$ cat src/hw/rtl/fhd_pkg.sv
// Shared types and constants of the frame header decoder.
package fhd_pkg;

  localparam int unsigned HdrBytes = 16;
  localparam int unsigned HdrBits  = 8 * HdrBytes;
  localparam int unsigned PosW     = $clog2(HdrBytes);

  // Byte offsets of the header fields, big-endian.
  localparam int unsigned OffMagic = 0;
  localparam int unsigned OffLen   = 2;
  localparam int unsigned OffId    = 6;
  localparam int unsigned OffFlags = 10;
  localparam int unsigned OffSeq   = 12;

  localparam int unsigned CfgIdxW  = 1;
  localparam int unsigned CfgDataW = 32;

  localparam logic [15:0] MagicReset      = 16'h0000;
  localparam logic [31:0] MaxPayloadReset = 32'd65535;

  typedef enum logic [CfgIdxW-1:0] {
    REG_EXPECTED_MAGIC = 1'b0,
    REG_MAX_PAYLOAD    = 1'b1
  } fhd_reg_e;

  typedef enum logic [1:0] {
    KIND_HEADER     = 2'd0,
    KIND_PAYLOAD    = 2'd1,
    KIND_BAD_MAGIC  = 2'd2,
    KIND_OVER_LIMIT = 2'd3
  } fhd_kind_e;

  typedef struct packed {
    fhd_kind_e   kind;
    logic [31:0] msg_id;
    logic [15:0] flag_bits;
    logic [31:0] seq_num;
    logic [31:0] payload_len;
    logic [7:0]  data_byte;
    logic        last;
  } fhd_res_t;

  typedef struct packed {
    logic [15:0] expected_magic;
    logic [31:0] max_payload;
  } fhd_cfg_t;

endpackage

$ cat src/hw/rtl/fhd_parse.sv
// Input register, frame state and single-pass header/payload decode.
module fhd_parse (
  input  logic             clk_i,
  input  logic             rst_ni,
  input  fhd_pkg::fhd_cfg_t cfg_i,
  input  logic             in_valid_i,
  output logic             in_ready_o,
  input  logic [7:0]       byte_in_i,
  input  logic             res_free_i,
  output logic             res_valid_o,
  output fhd_pkg::fhd_res_t res_o
);
  import fhd_pkg::*;

  localparam logic [PosW-1:0] LastPos = PosW'(HdrBytes - 1);

  logic                 in_valid_q, in_valid_d;
  logic [7:0]           in_byte_q;
  logic                 in_payload_q, in_payload_d;
  logic [PosW-1:0]      hdr_pos_q, hdr_pos_d;
  logic [HdrBits-9:0]   hdr_q, hdr_d;
  logic [31:0]          bytes_rem_q, bytes_rem_d;

  logic                 hdr_done;
  logic                 produces;
  logic                 advance;
  logic [HdrBits-1:0]   hdr_full;
  logic [15:0]          magic;
  logic [31:0]          len;
  logic [31:0]          rem_dec;

  assign hdr_done = !in_payload_q && (hdr_pos_q == LastPos);
  assign produces = in_payload_q || hdr_done;
  // A word that gives no result never waits on the output side.
  assign advance  = in_valid_q && (!produces || res_free_i);
  assign in_ready_o = !in_valid_q || advance;

  assign hdr_full = {hdr_q, in_byte_q};
  assign magic    = hdr_full[HdrBits - 1 - 8*OffMagic -: 16];
  assign len      = hdr_full[HdrBits - 1 - 8*OffLen   -: 32];
  assign rem_dec  = bytes_rem_q - 32'd1;

  always_comb begin
    res_o        = '0;
    res_o.kind   = KIND_HEADER;
    in_payload_d = in_payload_q;
    hdr_pos_d    = hdr_pos_q;
    hdr_d        = hdr_q;
    bytes_rem_d  = bytes_rem_q;
    if (in_payload_q) begin
      res_o.kind      = KIND_PAYLOAD;
      res_o.data_byte = in_byte_q;
      res_o.last      = (rem_dec == '0);
      bytes_rem_d     = rem_dec;
      in_payload_d    = (rem_dec != '0);
    end else if (hdr_done) begin
      hdr_pos_d  = '0;
      res_o.last = 1'b1;
      priority if (magic != cfg_i.expected_magic) begin
        res_o.kind = KIND_BAD_MAGIC;
      end else if (len > cfg_i.max_payload) begin
        res_o.kind = KIND_OVER_LIMIT;
      end else begin
        res_o.kind        = KIND_HEADER;
        res_o.msg_id      = hdr_full[HdrBits - 1 - 8*OffId    -: 32];
        res_o.flag_bits   = hdr_full[HdrBits - 1 - 8*OffFlags -: 16];
        res_o.seq_num     = hdr_full[HdrBits - 1 - 8*OffSeq   -: 32];
        res_o.payload_len = len;
        res_o.last        = (len == '0);
        in_payload_d      = (len != '0);
        bytes_rem_d       = len;
      end
    end else begin
      // Header bytes enter from the low end, so byte 0 ends up on top.
      hdr_d     = {hdr_q[HdrBits-17:0], in_byte_q};
      hdr_pos_d = hdr_pos_q + PosW'(1);
    end
  end

  assign res_valid_o = advance && produces;

  always_comb begin
    in_valid_d = in_valid_q;
    if (in_ready_o) begin
      in_valid_d = in_valid_i;
    end
  end

  always_ff @(posedge clk_i or negedge rst_ni) begin
    if (!rst_ni) begin
      in_valid_q   <= 1'b0;
      in_payload_q <= 1'b0;
      hdr_pos_q    <= '0;
      bytes_rem_q  <= '0;
    end else begin
      in_valid_q <= in_valid_d;
      if (advance) begin
        in_payload_q <= in_payload_d;
        hdr_pos_q    <= hdr_pos_d;
        bytes_rem_q  <= bytes_rem_d;
      end
    end
  end

  always_ff @(posedge clk_i) begin
    if (in_ready_o && in_valid_i) begin
      in_byte_q <= byte_in_i;
    end
    if (advance) begin
      hdr_q <= hdr_d;
    end
  end

  a_payload_pos_zero : assert property (@(posedge clk_i) disable iff (!rst_ni)
    in_payload_q |-> hdr_pos_q == '0)
    else $error("header position not cleared during payload");

  a_payload_rem_nonzero : assert property (@(posedge clk_i) disable iff (!rst_ni)
    in_payload_q |-> bytes_rem_q != '0)
    else $error("payload phase with no bytes remaining");

  a_no_early_payload : assert property (@(posedge clk_i) disable iff (!rst_ni)
    (advance && !in_payload_q && hdr_pos_q != LastPos) |=> !in_payload_q)
    else $error("payload phase entered before header complete");

  a_result_only_when_free : assert property (@(posedge clk_i) disable iff (!rst_ni)
    res_valid_o |-> res_free_i)
    else $error("result produced while output register busy");

endmodule

$ cat src/hw/rtl/fhd_out_reg.sv
// Result register toward the output channel.
module fhd_out_reg (
  input  logic              clk_i,
  input  logic              rst_ni,
  input  logic              res_valid_i,
  input  fhd_pkg::fhd_res_t res_i,
  output logic              res_free_o,
  output logic              out_valid_o,
  input  logic              out_ready_i,
  output fhd_pkg::fhd_res_t out_o
);
  import fhd_pkg::*;

  logic     out_valid_q, out_valid_d;
  fhd_res_t out_q;

  // The register can take a new word when empty or when its word leaves now.
  assign res_free_o = !out_valid_q || out_ready_i;

  always_comb begin
    out_valid_d = out_valid_q;
    if (res_valid_i) begin
      out_valid_d = 1'b1;
    end else if (out_ready_i) begin
      out_valid_d = 1'b0;
    end
  end

  always_ff @(posedge clk_i or negedge rst_ni) begin
    if (!rst_ni) begin
      out_valid_q <= 1'b0;
    end else begin
      out_valid_q <= out_valid_d;
    end
  end

  always_ff @(posedge clk_i) begin
    if (res_valid_i) begin
      out_q <= res_i;
    end
  end

  assign out_valid_o = out_valid_q;
  assign out_o       = out_q;

endmodule

$ cat src/hw/rtl/frame_header_decoder.sv
// Top level of the length-prefixed frame header decoder.
// Usage:
//   The input channel (in_valid_i, in_ready_o, byte_in_i) carries one stream
//   byte per word. The block collects a 16-byte big-endian header, checks the
//   magic against expected_magic and then the length against max_payload,
//   and emits one header or error word on the output channel. Payload bytes
//   then pass through one word each, and the final word of a frame has
//   last_o set. Header bytes other than the sixteenth give no output word.
//   Configuration: cfg_we_i writes register cfg_idx_i (0 expected magic,
//   1 maximum payload) from cfg_data_i on the same edge; write only when idle.
//   Pipeline: a byte waits in the input register and any word it yields in the
//   result register; throughput is one byte per cycle unless the receiver stalls.
//   The two registers form a two-stage pipeline with one decode pass between.
//   Reset: header collection starts at byte 0, expected magic is 0 and the
//   payload limit is 65535. When the receiver stalls, the result register
//   holds its word and one more byte can sit in the input register; header
//   bytes that give no result keep flowing into the header store.
module frame_header_decoder (
  input  logic        clk_i,
  input  logic        rst_ni,
  input  logic        cfg_we_i,
  input  logic [fhd_pkg::CfgIdxW-1:0]  cfg_idx_i,
  input  logic [fhd_pkg::CfgDataW-1:0] cfg_data_i,
  input  logic        in_valid_i,
  output logic        in_ready_o,
  input  logic [7:0]  byte_in_i,
  output logic        out_valid_o,
  input  logic        out_ready_i,
  output logic [1:0]  kind_o,
  output logic [31:0] msg_id_o,
  output logic [15:0] flag_bits_o,
  output logic [31:0] seq_num_o,
  output logic [31:0] payload_len_o,
  output logic [7:0]  data_byte_o,
  output logic        last_o
);
  import fhd_pkg::*;

  fhd_cfg_t cfg_q;
  fhd_res_t res;
  fhd_res_t out;
  logic     res_valid;
  logic     res_free;

  always_ff @(posedge clk_i or negedge rst_ni) begin
    if (!rst_ni) begin
      cfg_q.expected_magic <= MagicReset;
      cfg_q.max_payload    <= MaxPayloadReset;
    end else if (cfg_we_i) begin
      unique case (fhd_reg_e'(cfg_idx_i))
        REG_EXPECTED_MAGIC: cfg_q.expected_magic <= cfg_data_i[15:0];
        REG_MAX_PAYLOAD:    cfg_q.max_payload    <= cfg_data_i[31:0];
        default: ;
      endcase
    end
  end

  fhd_parse u_parse (
    .clk_i       (clk_i),
    .rst_ni      (rst_ni),
    .cfg_i       (cfg_q),
    .in_valid_i  (in_valid_i),
    .in_ready_o  (in_ready_o),
    .byte_in_i   (byte_in_i),
    .res_free_i  (res_free),
    .res_valid_o (res_valid),
    .res_o       (res)
  );

  fhd_out_reg u_out_reg (
    .clk_i       (clk_i),
    .rst_ni      (rst_ni),
    .res_valid_i (res_valid),
    .res_i       (res),
    .res_free_o  (res_free),
    .out_valid_o (out_valid_o),
    .out_ready_i (out_ready_i),
    .out_o       (out)
  );

  assign kind_o        = out.kind;
  assign msg_id_o      = out.msg_id;
  assign flag_bits_o   = out.flag_bits;
  assign seq_num_o     = out.seq_num;
  assign payload_len_o = out.payload_len;
  assign data_byte_o   = out.data_byte;
  assign last_o        = out.last;

endmodule

$ cat config.mk
export PLATFORM = sky130hd
export DESIGN_NAME = frame_header_decoder
export DESIGN_NICKNAME = d
export VERILOG_FILES = /design/src/hw/rtl/fhd_pkg.sv /design/src/hw/rtl/fhd_parse.sv /design/src/hw/rtl/fhd_out_reg.sv /design/src/hw/rtl/frame_header_decoder.sv
export SDC_FILE = /design/constraint.sdc
export NUM_CORES = 1
export LEC_CHECK = 0
export ABC_AREA = 0
export BUFFER_PORTS_ARGS = -buffer_cell sky130_fd_sc_hd__buf_2
export CAP_MARGIN = 20
export CORE_UTILIZATION = 40
export CTS_CLUSTER_DIAMETER = 40
export CTS_CLUSTER_SIZE = 30
export DETAILED_ROUTE_END_ITERATION = 8
export GPL_ROUTABILITY_DRIVEN = 0
export GPL_TIMING_DRIVEN = 0
export PLACE_DENSITY = 0.57
export SLEW_MARGIN = 20
export SYNTH_ARGS = -nofsm -noshare
export SYNTH_HDL_FRONTEND = slang
export SYNTH_SLANG_ARGS = --single-unit
$ cat constraint.sdc
create_clock -name clk_i -period 6.8 [get_ports clk_i]
set_input_delay 1.36 -clock clk_i [delete_from_list [all_inputs] [get_ports clk_i]]
set_output_delay 1.36 -clock clk_i [all_outputs]
set_load 0.01 [all_outputs]
Word level (Yosys, flattened, before mapping):

Index checks and enable logic that the tools add are counted.

* order comparisons: 1
* multiplexer cells: 20
* bitwise logic cells: 3
* equality and inequality tests: 4
* reductions and logical operators: 25
* $add $sub $neg: 2

Operator list (count)
* $mux W112: 2
* $mux W32: 4
* $mux W113: 1
* $logic_not A32 Y1: 2
* $reduce_bool A32 Y1: 2
* $gt A32 B32 Y1: 1
* $sub A32 B1 Y32 const B: 1
* $ne A16 B16 Y1: 1
* $mux W1: 10
* $reduce_and A2 Y1: 3
* $add A4 B1 Y4 const B: 1
* $eq A4 B4 Y1 const B: 1
* $logic_and A1 B1 Y1: 4
* $logic_not A1 Y1: 4
* $logic_or A1 B1 Y1: 4
* $mux W2: 2
* $mux W4: 1
* $ne A2 B1 Y1 const B: 2
* $reduce_and A4 Y1: 1
* $reduce_bool A2 Y1: 2
* $reduce_or A4 Y1: 1
* $not A1 Y1: 3
* $reduce_and A3 Y1: 1
* $reduce_or A2 Y1: 1

* word-level logic and storage cells: 72
* output and inout port bits: 125
* flip-flop bits (word level): 338
* input bits: 46

Logic depth before layout (Yosys ltp):

Gate-level depths: netlist of run 1.

* depth after elaboration: 8
* depth in mapped cells: 12
* gate-level depth less buffers: 10

By module:

From an unflattened synthesis of run 1, not the netlist that was laid out.

* cells, all modules: 1007
* area, all modules: 14317.5 um^2

Modules (own cells, without submodules)
* fhd_parse: cells each 778, times used 1, seq. area each 4794.6 um^2, area an instance 8733.4 um^2
* fhd_out_reg: cells each 126, times used 1, seq. area each 3718.6 um^2, area an instance 3741.1 um^2
* frame_header_decoder: cells each 103, times used 1, seq. area each 1221.2 um^2, area an instance 1843.0 um^2

Least setup slack after synthesis of run 1:

No wires, ideal clock.

* path kind: input -> register
* from: input out_ready_i
* to: register u_parse.bytes_rem_q[20]
* data required time: 6.707 ns
* setup time: 0.093 ns
* setup slack: 0.262 ns
* cell stages on the path: 9
* path buffers: 3
* data arrival time: 6.446 ns
* path through: nand2b_1 o21ai_0 or2_2 clkbuf_1 inv_1 clkbuf_1 clkbuf_1 o21ai_0 a21oi_1

* word-level cells in the longest chain between the ends: 4

Ends and longest elaborated chain
* start: declaration: RTL line frame_header_decoder.sv:28 `input logic out_ready_i,`
* $logic_or A1 B1 Y1: RTL line fhd_out_reg.sv:18 `assign res_free_o = !out_valid_q || out_ready_i;`
* $logic_or A1 B1 Y1: RTL line fhd_parse.sv:35 `assign advance = in_valid_q && (!produces || res_free_i);`
* $logic_and A1 B1 Y1: RTL line fhd_parse.sv:35
* $reduce_and A4 Y1 (no source line)
* end signal: assignment: RTL line fhd_parse.sv:100 `bytes_rem_q <= bytes_rem_d;`
* end: declaration: RTL line fhd_parse.sv:22 `logic [31:0] bytes_rem_q, bytes_rem_d;`

Every way passes these cells.
A chain may end at the register's enable or synchronous reset.

Worst setup path in the final report of run 1:

* from: register u_parse.hdr_q[86]
* to: register u_out_reg.out_q, in the netlist u_out_reg.out_o[22], data pin

* word-level cells in the longest chain between the ends: 2

Ends and longest elaborated chain
* start: declaration: RTL line fhd_parse.sv:21 `logic [HdrBits-9:0] hdr_q, hdr_d;`
* start signal: assignment: RTL line fhd_parse.sv:110 `hdr_q <= hdr_d;`
* $gt A32 B32 Y1: RTL line fhd_parse.sv:61 `end else if (len > cfg_i.max_payload) begin`
* $reduce_or A4 Y1 (no source line)
* end signal: assignment: RTL line fhd_out_reg.sv:39 `out_q <= res_i;`
* end: declaration: RTL line fhd_out_reg.sv:15 `fhd_res_t out_q;`

Every way passes these cells.

==> flow_metrics.py, run 1 <==
metrics = {
    "floorplanning": {
        "die_h_um": 190,
        "dieArea_sq_mm": 0.0360,
        "die-width_um": 190,
        "initial_core_util_pct": 40.7,
        "row_count": 68,
        "core_sq_mm": 0.0346,
        "io_pins": 171,
    },
    "pwr": {
        "power_frac_comb_pct": 6.0,
        "p_sw_share_pct": 23.2,
        "p_int_mw": 4.13,
        "peakVddDrop_v": 0.000186,
        "seqPwrFrac_pct": 47.0,
        "switchingPower_mw": 1.25,
        "powerDensity_mw_per_mm2": 311,
        "p_leak_nw": 6.93,
        "p_clk_share_pct": 47.1,
    },
    "yosys": {
        "syn-num-nets": 1083,
        "ys_async_sr_fraction_pct": 25.7,
        "synth_top_cell_by_area": "edfxtp_1",
        "ys_seq_area_share_pct": 69.0,
        "synth_top_area_share_pct": 53.4,
        "synth_edf_count": 251,
        "synth_flop_cell": "edfxtp_1",
        "postSynthCellCount": 1002,
        "netlist_top_cells_area": "edfxtp_1, dfrtp_1, and2_1, mux2_2, ha_1",
        "synth_area_per_cell_sq_um": 14.1,
        "ys_ff_latch": 338,
        "yosys_warnings": 0,
        "synthDistinctLibCells": 63,
        "syn-cell-area_sq_mm": 0.0141,
    },
    "critical_path": {
        "cpPeakStageDelay_ns": 0.58,
        "setup.worst_path.start_class": "flop",
        "crit_buf_inv": 2,
        "critical_path.cell_chain": "ha_1 > nand4_1 > nor4_1 > a21boi_0 > o41a_1 > o21ai_1 > and2b_1 > nor2b_1 > clkbuf_1 > clkbuf_1 > and2_1",
        "required_ns": 7.22,
        "crit_top_cell": "clkbuf_1",
        "cp_slowest_cell": "edfxtp_1",
        "cp_max_fo": 10,
        "cp-end-kind": "flop",
        "crit_family": "simple AND/OR/NAND/NOR gates",
        "critPathKind": "reg -> reg",
        "critPathArrivalTime_ns": 4.50,
    },
    "placement": {
        "dp_hpwl_mm": 22.7,
        "io_buffers": 170,
        "place_area_sq_mm": 0.0157,
    },
    "layout": {
        "area_growth_pct": 22.8,
        "num-fill-cells": 3027,
        "final_util_pct": 50.0,
        "nets": 1308,
        "insertedDiodeCount": 0,
        "final_area_sq_mm": 0.0173,
        "drive_gt1_share_pct": 27.4,
    },
    "global_routing": {
        "busiest_layer": "met2",
        "globalRouteOverflowTotal": 0,
        "grtUsageMet2_pct": 29.9,
        "antenna_found_initial": 0,
        "grt_pass1_wl_mm": 51.1,
        "track_usage_pct": 18.8,
        "met3_usage_pct": 4.57,
        "grt.met1_usage_pct": 25.5,
        "grt_pass1_vias": 8663,
        "grt_max_degree": 80,
    },
    "clock_tree": {
        "root_buffer": "clkbuf_16",
        "h-tree-depth": 2,
        "cts_tree": "yes",
        "post_cts_resize_count": 0,
        "cts_hold_buf": 0,
        "cts_inserted_buffers": 49,
        "cts_max_path_buffers": 3,
        "clkLatencyLatePin_ns": 0.56,
        "path_clk_slew_ns": 0.06,
        "postCtsSetupBuffers": 0,
        "cts_sinks": 338,
    },
    "timing": {
        "finalSetupTns_ns": 0,
        "worst_pin_slew_ns": 0.666,
        "drv_slew": 0,
        "rsz0062_at_grt": "no",
        "slew_headroom_pct": 55.6,
        "hold_viol": 0,
        "fin_crit_ns": 4.08,
        "max_freq_mhz": 245,
        "final.setup_skew_ns": 0.0214,
        "setup_violations": 0,
        "final.period_utilization_pct": 60.0,
    },
    "routing": {
        "wl_mm": 33.2,
        "drcViolationCount": 0,
        "firstDrtPassIters": 5,
        "routedWlPerCell_um": 19.3,
        "via_count": 8809,
        "ant_nets": 0,
        "vias_per_cell": 5.12,
        "drt_iter0_drc": 528,
    },
    "run_status": {
        "status": "finished clean",
    },
    "worst_hold_path": {
        "worst_hold_path_type": "reg -> reg",
    },
    "flow_run": {
        "drv_cap": 0,
    },
}
metrics by stage:
stage | std cells | total power, mW | hold WS (ns) | setup slack [ns]
floorplan | 1002 | 2.74 | 0.417 | 0.262
global placement | 1627 | 2.89 | 0.422 | -2.57
detailed placement | 1631 | 2.90 | 0.423 | 2.10
CTS | 1722 | 5.45 | 0.430 | 2.60
global route | 1722 | 5.59 | 0.429 | 2.40
finish | 1722 | 5.39 | 0.431 | 2.72
power by group through the flow:
stage	logic, mW	clock network [mW]	registers [mW]
global placement	0.309	0	2.58
finish	0.322	2.53	2.53
floorplan	0.208	0	2.53
detailed placement	0.326	0	2.57
CTS	0.329	2.59	2.53
global route	0.367	2.68	2.55
final cells by class:
class	count	area [sq um]	share of cell area (%)
buffer	46	228	1.32
clock buffer	54	1260	7.30
clock inverter	37	402	2.32
inverter	41	159	0.918
multi-input combinational	577	3990	23.1
sequential	338	9730	56.2
tap	455	569	3.29
timing repair buffer	174	967	5.59
final timing paths:
check / from / end / slack [ns] / depth (start not counted)
worst max-delay path: u_parse.hdr_q[86]$_DFFE_PP_ / u_out_reg.out_o[22]$_SDFFCE_PP0P_ / 2.72 / 11
worst max register to register: u_parse.hdr_q[86]$_DFFE_PP_ / u_out_reg.out_o[22]$_SDFFCE_PP0P_ / 2.72 / 11
worst min register to register: u_parse.hdr_q[56]$_DFFE_PP_ / u_parse.hdr_q[64]$_DFFE_PP_ / 0.43 / 0
min in group asynchronous: rst_ni / cfg_q[25]$_DFFE_PN0P_ / 0.69 / 1
max in group asynchronous: rst_ni / cfg_q[13]$_DFFE_PN1P_ / 5.46 / 2
worst min-delay path: u_parse.hdr_q[56]$_DFFE_PP_ / u_parse.hdr_q[64]$_DFFE_PP_ / 0.43 / 0
worst register-to-register path: cells and delay by family (launching register included):
kind | cells | cell delay [ns]
and+or+nand+nor | 5 | 1.13
AOI/OAI and AO/OA | 3 | 0.95
buffers and inverters | 2 | 0.89
DFF | 1 | 0.58
adders and majority gates | 1 | 0.40
logic make-up after synthesis:
family,Yosys count,synth area share [%]
multiplexers,53,4.20
AO/OA/AOI/OAI,157,7.06
flip-flops,338,69.0
adder cells (fa/ha/maj),35,3.10
AND/OR/NAND/NOR,311,12.6
XOR/XNOR,21,1.30
buffers and inverters,87,2.68
synthesized netlist by cell type (3+ instances only):
| master | instances |
|---|---|
| o31ai_1 | 5 |
| dfstp_2 | 16 |
| edfxtp_1 | 251 |
| nor4_1 | 22 |
| xor2_1 | 17 |
| o22ai_1 | 19 |
| a21boi_0 | 4 |
| o221a_2 | 7 |
| nor2b_1 | 4 |
| buf_1 | 8 |
| and4_1 | 3 |
| inv_1 | 41 |
| o211ai_1 | 4 |
| o2bb2ai_1 | 3 |
| a21oi_1 | 39 |
| o21a_1 | 5 |
| and2_1 | 125 |
| ha_1 | 35 |
| and3_1 | 7 |
| nand3_1 | 24 |
| mux2i_1 | 4 |
| nand2b_1 | 3 |
| nor3_1 | 11 |
| dfrtp_1 | 71 |
| mux2_2 | 49 |
| o21ai_0 | 45 |
| nand2_1 | 35 |
| clkbuf_1 | 33 |
| nor2_1 | 42 |
| o41ai_1 | 3 |
| xnor2_1 | 4 |
| or3_1 | 4 |
| nand4_1 | 16 |
registers in the layout (all words and copies together), names as in the netlist:
signal,cells
cfg_q,48
u_out_reg.out_o,123
u_out_reg.out_valid_o,1
u_parse.bytes_rem_q,32
u_parse.hdr_pos_q,4
u_parse.hdr_q,120
u_parse.in_byte_q,8
u_parse.in_payload_q,1
u_parse.in_valid_q,1
layout by cell type, fill, tap and decap left out, drive strengths merged, types with 16 or more instances in the layout:
| cell | count |
|---|---|
| o21ai | 46 |
| ha | 35 |
| clkbuf | 88 |
| nor4 | 23 |
| o22ai | 19 |
| xor2 | 17 |
| buf | 185 |
| nand2 | 35 |
| nor2 | 43 |
| edfxtp | 251 |
| clkinv | 19 |
| a21oi | 39 |
| dfstp | 16 |
| mux2 | 49 |
| inv | 48 |
| and2 | 125 |
| nand3 | 24 |
| nand4 | 16 |
| dfrtp | 71 |
metal layers:
metal | part of all wire (%) | routed length [um]
met1 | 45 | 15000
met2 | 47 | 15500
met3 | 5.8 | 1930
met4 | 2.3 | 753
met5 | 0 | 0
Power figures use the tool's default switching activity.
==> run 2, diff against run 1 <==
--- a/config.mk
+++ b/config.mk
@@ -14,7 +14,7 @@
 export DETAILED_ROUTE_END_ITERATION = 8
 export GPL_ROUTABILITY_DRIVEN = 0
 export GPL_TIMING_DRIVEN = 0
-export PLACE_DENSITY = 0.57
+export PLACE_DENSITY = 0.6
 export SLEW_MARGIN = 20
 export SYNTH_ARGS = -nofsm -noshare
 export SYNTH_HDL_FRONTEND = slang
==> constraint.sdc (replaced) <==
create_clock -name clk_i -period 3.55 [get_ports clk_i]
set_input_delay 0.71 -clock clk_i [delete_from_list [all_inputs] [get_ports clk_i]]
set_output_delay 0.71 -clock clk_i [all_outputs]
set_load 0.01 [all_outputs]
==> flow_metrics.py, run 2 (synthesis results as in run 1) <==
metrics = {
    "pwr": {
        "switchingPower_mw": 2.56,
        "p_sw_share_pct": 25.1,
        "p_clk_share_pct": 46.1,
        "seqPwrFrac_pct": 47.5,
        "p_int_mw": 7.63,
        "peakVddDrop_v": 0.000418,
        "powerDensity_mw_per_mm2": 586,
        "power_frac_comb_pct": 6.5,
        "p_leak_nw": 6.98,
        "power.total_mw": 10.2,
    },
    "placement": {
        "io_buffers": 170,
        "dp_cells": 1632,
        "place_area_sq_mm": 0.0157,
        "dp_hpwl_mm": 22.7,
        "pre_cts_ws_ns": -0.671,
    },
    "routing": {
        "via_count": 8822,
        "drcViolationCount": 0,
        "ant_nets": 0,
        "routedWlPerCell_um": 19.5,
        "wl_mm": 33.5,
        "vias_per_cell": 5.13,
        "firstDrtPassIters": 7,
        "drt_iter0_drc": 645,
    },
    "timing": {
        "setup_violations": 0,
        "fin_hold_ws_ns": 0.0493,
        "max_freq_mhz": 298,
        "setup_ws_ns": 0.190,
        "drv_slew": 0,
        "final.setup_skew_ns": 0.0273,
        "fin_crit_ns": 3.36,
        "final.period_utilization_pct": 94.6,
        "hold_viol": 0,
        "worst_pin_slew_ns": 0.697,
        "finalSetupTns_ns": 0,
        "slew_headroom_pct": 53.4,
    },
    "layout": {
        "largest_register_ffs": 123,
        "nets": 1310,
        "final_area_sq_mm": 0.0174,
        "multi_input_area_sq_mm": 0.00401,
        "mostFrequentLayoutCell": "edfxtp_1",
        "final_cell_mix": "edfxtp_1, buf_2, and2_1",
        "instances_no_fill": 1720,
        "insertedDiodeCount": 0,
        "num-fill-cells": 3016,
        "final_util_pct": 50.2,
        "area_growth_pct": 23.2,
        "drive_gt1_share_pct": 29.2,
        "regArea_sq_mm": 0.00973,
    },
    "run_status": {
        "status": "finished clean",
    },
    "clock_tree": {
        "clkLatencyLatePin_ns": 0.56,
        "cts_sinks": 338,
        "path_clk_slew_ns": 0.07,
        "cts_max_path_buffers": 3,
        "cts_tree": "yes",
        "cts_inserted_buffers": 44,
        "root_buffer": "clkbuf_16",
        "cts_hold_buf": 0,
        "h-tree-depth": 2,
    },
    "global_routing": {
        "grt_pass1_wl_mm": 51.1,
        "globalRouteOverflowTotal": 0,
        "track_usage_pct": 18.8,
        "grt_pass1_vias": 8710,
        "grt_max_degree": 59,
        "antenna_found_initial": 0,
    },
    "critical_path": {
        "required_ns": 3.97,
        "setup.worst_path.start_class": "flop",
        "critPathKind": "reg -> reg",
        "critPathArrivalTime_ns": 3.78,
        "cp-end-kind": "flop",
        "cp_max_fo": 10,
    },
    "worst_hold_path": {
        "worst_hold_path_type": "in -> async",
    },
    "floorplanning": {
        "die_h_um": 190,
        "initial_core_util_pct": 40.7,
        "die-width_um": 190,
        "core_sq_mm": 0.0346,
        "row_count": 68,
        "io_pins": 171,
        "dieArea_sq_mm": 0.0360,
    },
    "flow_run": {
        "drv_cap": 0,
    },
}
run 2: cell count changes in the layout (fill, tap and decap cells not counted), moves of 3 or more:
| cell | previous run | this run |
|---|---|---|
| buf_4 | 1 | 7 |
| inv_8 | 1 | 10 |
| clkinv_8 | 1 | 6 |
| clkinv_1 | 7 | 0 |
| clkbuf_1 | 35 | 22 |
| clkinv_4 | 6 | 2 |
| bufinv_16 | 6 | 3 |
| buf_12 | 0 | 4 |
| clkbuf_2 | 0 | 10 |
| clkinv_2 | 5 | 1 |
| clkbuf_16 | 49 | 46 |
run 2: per-layer routing:
layer,vias to the layer above,global-route usage (%),part of all wire [%]
li1,4181,-,-
met1,4308,25.3,44
met2,271,29.5,47
met3,62,4.78,6.6
met4,0,6.48,2.7
met5,-,0,0
run 2: worst paths after layout:
kind                                                   from                                 to  slack (ns)  cells past startpoint
worst max-delay path            u_parse.hdr_q[89]$_DFFE_PP_  u_out_reg.out_o[28]$_SDFFCE_PP0P_        0.19                     11
worst min-delay path                                 rst_ni   u_parse.hdr_pos_q[2]$_DFFE_PN0P_        0.05                      1
worst max register to register  u_parse.hdr_q[89]$_DFFE_PP_  u_out_reg.out_o[28]$_SDFFCE_PP0P_        0.19                     11
worst min register to register  u_parse.hdr_q[64]$_DFFE_PP_        u_parse.hdr_q[72]$_DFFE_PP_        0.43                      0
max in group asynchronous                            rst_ni              cfg_q[14]$_DFFE_PN1P_        2.84                      2
min in group clk_i                             byte_in_i[5]     u_parse.in_byte_q[5]$_DFFE_PP_        0.34                      1
run 2: power groups by stage:
| stage | clock (mW) | combinational, mW | sequential (mW) |
|---|---|---|---|
| 4_1_cts | 4.78 | 0.652 | 4.84 |
| 3_5_place_dp | 0 | 0.631 | 4.92 |
| 6_report | 4.69 | 0.659 | 4.83 |
| 3_3_place_gp | 0 | 0.589 | 4.93 |
| 2_1_floorplan | 0 | 0.399 | 4.83 |
| 5_1_grt | 4.94 | 0.746 | 4.87 |
run 2: area by class of cell:
class,instances,area share [%]
Buffer,45,1.45
Clock buffer,47,6.65
Clock inverter,35,2.56
Inverter,41,0.907
Multi-Input combinational cell,577,23.1
Sequential cell,338,56.0
Tap cell,455,3.28
Timing Repair Buffer,182,6.04
run 2: repair_timing:
action / CTS / global route
hold endpoints to repair: 0 / 0
gates cloned: 1 / 0
endpoints found under the setup margin: 201 / 197
buffers inserted: 1 / 5
pin swaps: 0 / 2
gates resized for setup: 12 / 10
run 2: worst max-delay path, stage by stage, from the launching register on:
cell	delay, ns
edfxtp_1	0.57
ha_1	0.37
a21oi_1	0.17
o21ai_0	0.10
a221oi_1	0.27
o21ai_0	0.23
o21ai_2	0.26
and2b_1	0.21
nor2b_2	0.26
clkbuf_4	0.29
clkbuf_2	0.29
and2_1	0.18
==> run 3, diff against run 2 <==
--- a/config.mk
+++ b/config.mk
@@ -18,4 +18,5 @@
 export SLEW_MARGIN = 20
 export SYNTH_ARGS = -nofsm -noshare
 export SYNTH_HDL_FRONTEND = slang
+export SYNTH_HIERARCHICAL = 1
 export SYNTH_SLANG_ARGS = --single-unit
==> flow_metrics.py, run 3 <==
metrics = {
    "yosys": {
        "synth_common_cells": "edfxtp_1, and2_1, dfrtp_1, inv_1, nor2_1",
        "synth_edf_count": 251,
        "syn-num-nets": 1088,
        "syn-cell-area_sq_mm": 0.0143,
        "ys_ff_latch": 338,
        "ys_seq_area_share_pct": 68.0,
        "synth_top_cell_by_area": "edfxtp_1",
        "ys_async_sr_fraction_pct": 25.7,
        "yosysMostFrequentCell": "edfxtp_1",
        "synth_area_per_cell_sq_um": 14.2,
        "postSynthCellCount": 1007,
        "synthDistinctLibCells": 76,
        "synth_flop_cell": "edfxtp_1",
        "yosys_warnings": 6,
        "netlist_top_cells_area": "edfxtp_1, dfrtp_1, and2_1, ha_1, mux2_2",
        "synth_top_area_share_pct": 52.6,
    },
    "layout": {
        "insertedDiodeCount": 0,
        "num-fill-cells": 3059,
        "largest_register_ffs": 123,
        "area_growth_pct": 22.8,
        "nets": 1316,
        "drive_gt1_share_pct": 29.9,
        "mostFrequentLayoutCell": "edfxtp_1",
        "instances_no_fill": 1728,
        "final_cell_mix": "edfxtp_1, buf_2, and2_1",
    },
    "critical_path": {
        "cp_max_fo": 10,
        "setup.worst_path.start_class": "flop",
        "critPathArrivalTime_ns": 3.75,
        "critPathKind": "reg -> reg",
        "cp-end-kind": "flop",
        "required_ns": 3.97,
    },
    "pwr": {
        "peakVddDrop_v": 0.000462,
        "power_frac_comb_pct": 7.0,
        "p_int_mw": 7.76,
        "switchingPower_mw": 2.65,
        "powerDensity_mw_per_mm2": 592,
        "seqPwrFrac_pct": 47.1,
        "p_sw_share_pct": 25.5,
        "p_clk_share_pct": 45.9,
        "p_leak_nw": 7.21,
    },
    "timing": {
        "fin_hold_ws_ns": 0.306,
        "max_freq_mhz": 300,
        "worst_pin_slew_ns": 0.798,
        "final.setup_skew_ns": 0.0325,
        "slew_headroom_pct": 46.3,
        "hold_viol": 0,
        "rsz0062_at_grt": "no",
        "fin_crit_ns": 3.34,
        "final.period_utilization_pct": 94.0,
        "drv_slew": 0,
        "setup_violations": 0,
    },
    "routing": {
        "via_count": 9055,
        "routedWlPerCell_um": 19.8,
        "ant_nets": 0,
        "drcViolationCount": 0,
        "firstDrtPassIters": 5,
        "vias_per_cell": 5.24,
        "drt_iter0_drc": 729,
        "wl_mm": 34.2,
    },
    "placement": {
        "io_buffers": 170,
        "dp_cells": 1636,
        "dp_hpwl_mm": 23.0,
    },
    "floorplanning": {
        "row_count": 68,
        "die-width_um": 191,
        "initial_core_util_pct": 41.0,
        "core_sq_mm": 0.0349,
        "die_h_um": 191,
        "io_pins": 171,
        "dieArea_sq_mm": 0.0366,
    },
    "flow_run": {
        "drv_cap": 0,
    },
    "global_routing": {
        "track_usage_pct": 18.9,
        "antenna_found_initial": 1,
        "grt_pass1_wl_mm": 52.2,
        "grt_pass1_vias": 9086,
        "globalRouteOverflowTotal": 0,
        "grt_max_degree": 72,
    },
    "worst_hold_path": {
        "worst_hold_path_type": "in -> reg",
    },
    "clock_tree": {
        "cts_max_path_buffers": 3,
        "h-tree-depth": 2,
        "cts_inserted_buffers": 47,
        "clkLatencyLatePin_ns": 0.58,
        "path_clk_slew_ns": 0.06,
        "root_buffer": "clkbuf_16",
        "cts_sinks": 338,
        "cts_tree": "yes",
    },
    "run_status": {
        "status": "finished clean",
    },
}
## run 3: changes by cell type in the layout (fill, tap and decap cells not counted), moves of 9 or more
cell	previous run	this run
mux2_4	0	10
mux2_2	49	38
o22ai_1	19	2
nand3_1	24	15
nor2b_1	3	13
a221o_1	0	9
o21ai_0	44	29
a21oi_1	39	25
mux2i_1	4	14
and2_1	125	116
## run 3: cells by family (layout without fill, tap and decap cells)
logic type,after synthesis,count (layout),synth area share (%)
AO/OA/AOI/OAI,126,126,6.21
XOR/XNOR,21,21,1.28
adder cells (fa/ha/maj),35,35,3.06
buffers and inverters,94,360,2.78
flip-flops,338,338,68.0
multiplexers,64,64,5.17
AND/OR/NAND/NOR,329,329,13.5
## run 3: routing by layer
layer / global-route usage (%) / share of wire, %
met4: 6.53 / 2.2
met3: 4.33 / 6.9
met1: 25.5 / 44
met5: 0 / 0
met2: 29.9 / 47
## run 3: critical path, cell delays in order (launching register included)
cell	delay, ns
edfxtp_1	0.58
ha_1	0.41
nand4_1	0.25
nor4_4	0.40
nor2b_1	0.12
o31ai_1	0.10
nand3b_1	0.12
buf_4	0.19
nor3_4	0.22
clkbuf_2	0.26
clkbuf_1	0.32
and2_1	0.20
## run 3: power by group through the flow
stage | clock network, mW | registers (mW) | logic, mW
6_report | 4.78 | 4.90 | 0.733
5_1_grt | 5.03 | 4.94 | 0.821
4_1_cts | 4.87 | 4.90 | 0.741
3_5_place_dp | 0 | 4.98 | 0.728
3_3_place_gp | 0 | 4.99 | 0.680
2_1_floorplan | 0 | 4.87 | 0.484
## run 3: repair_timing
action                                  in CTS  in global routing
pin swaps                                    2                  0
setup buffers                                5                  0
endpoints found under the hold margin       12                  0
resized for setup                            5                 11
hold buffers                                 1                  0
endpoints found under the setup margin     138                 52
## run 3: path summary, 6_finish.rpt
path	startpoint	to	slack, ns	cells after the start
worst min-delay path	byte_in_i[7]	u_parse/in_byte_q[7]$_DFFE_PP_	0.31	1
worst min register to register	u_parse/hdr_q[26]$_DFFE_PP_	u_parse/hdr_q[34]$_DFFE_PP_	0.43	0
min in group asynchronous	rst_ni	cfg_q[47]$_DFFE_PN0P_	0.56	2
worst max register to register	u_parse/hdr_q[86]$_DFFE_PP_	u_out_reg/out_o[95]$_DFFE_PP_	0.21	11
max in group asynchronous	rst_ni	cfg_q[2]$_DFFE_PN1P_	2.33	3
worst max-delay path	u_parse/hdr_q[86]$_DFFE_PP_	u_out_reg/out_o[95]$_DFFE_PP_	0.21	11
## run 3: through the flow
stage	total power, mW	cell area, sq um	util (%)	setup TNS (ns)	setup slack (ns)
after floorplan	5.36	14300	-	0	0.416
after global placement	5.67	15700	45.1	-167.85	-1.04
after detailed placement	5.71	15900	45.5	-93.11	-1.06
after CTS	10.5	17600	50.4	0	0.0539
after global routing	10.8	17600	50.4	0	0.0331
final	10.4	17600	50.4	0	0.213
## run 3: layout make-up
class / count / area, sq um / area share (%)
Sequential cell: 338 / 9730 / 55.4
Multi-Input combinational cell: 575 / 4220 / 24.0
Clock buffer: 49 / 1200 / 6.85
Timing Repair Buffer: 180 / 1010 / 5.73
Tap cell: 455 / 569 / 3.24
Clock inverter: 38 / 432 / 2.46
Buffer: 48 / 243 / 1.38
Inverter: 45 / 169 / 0.961
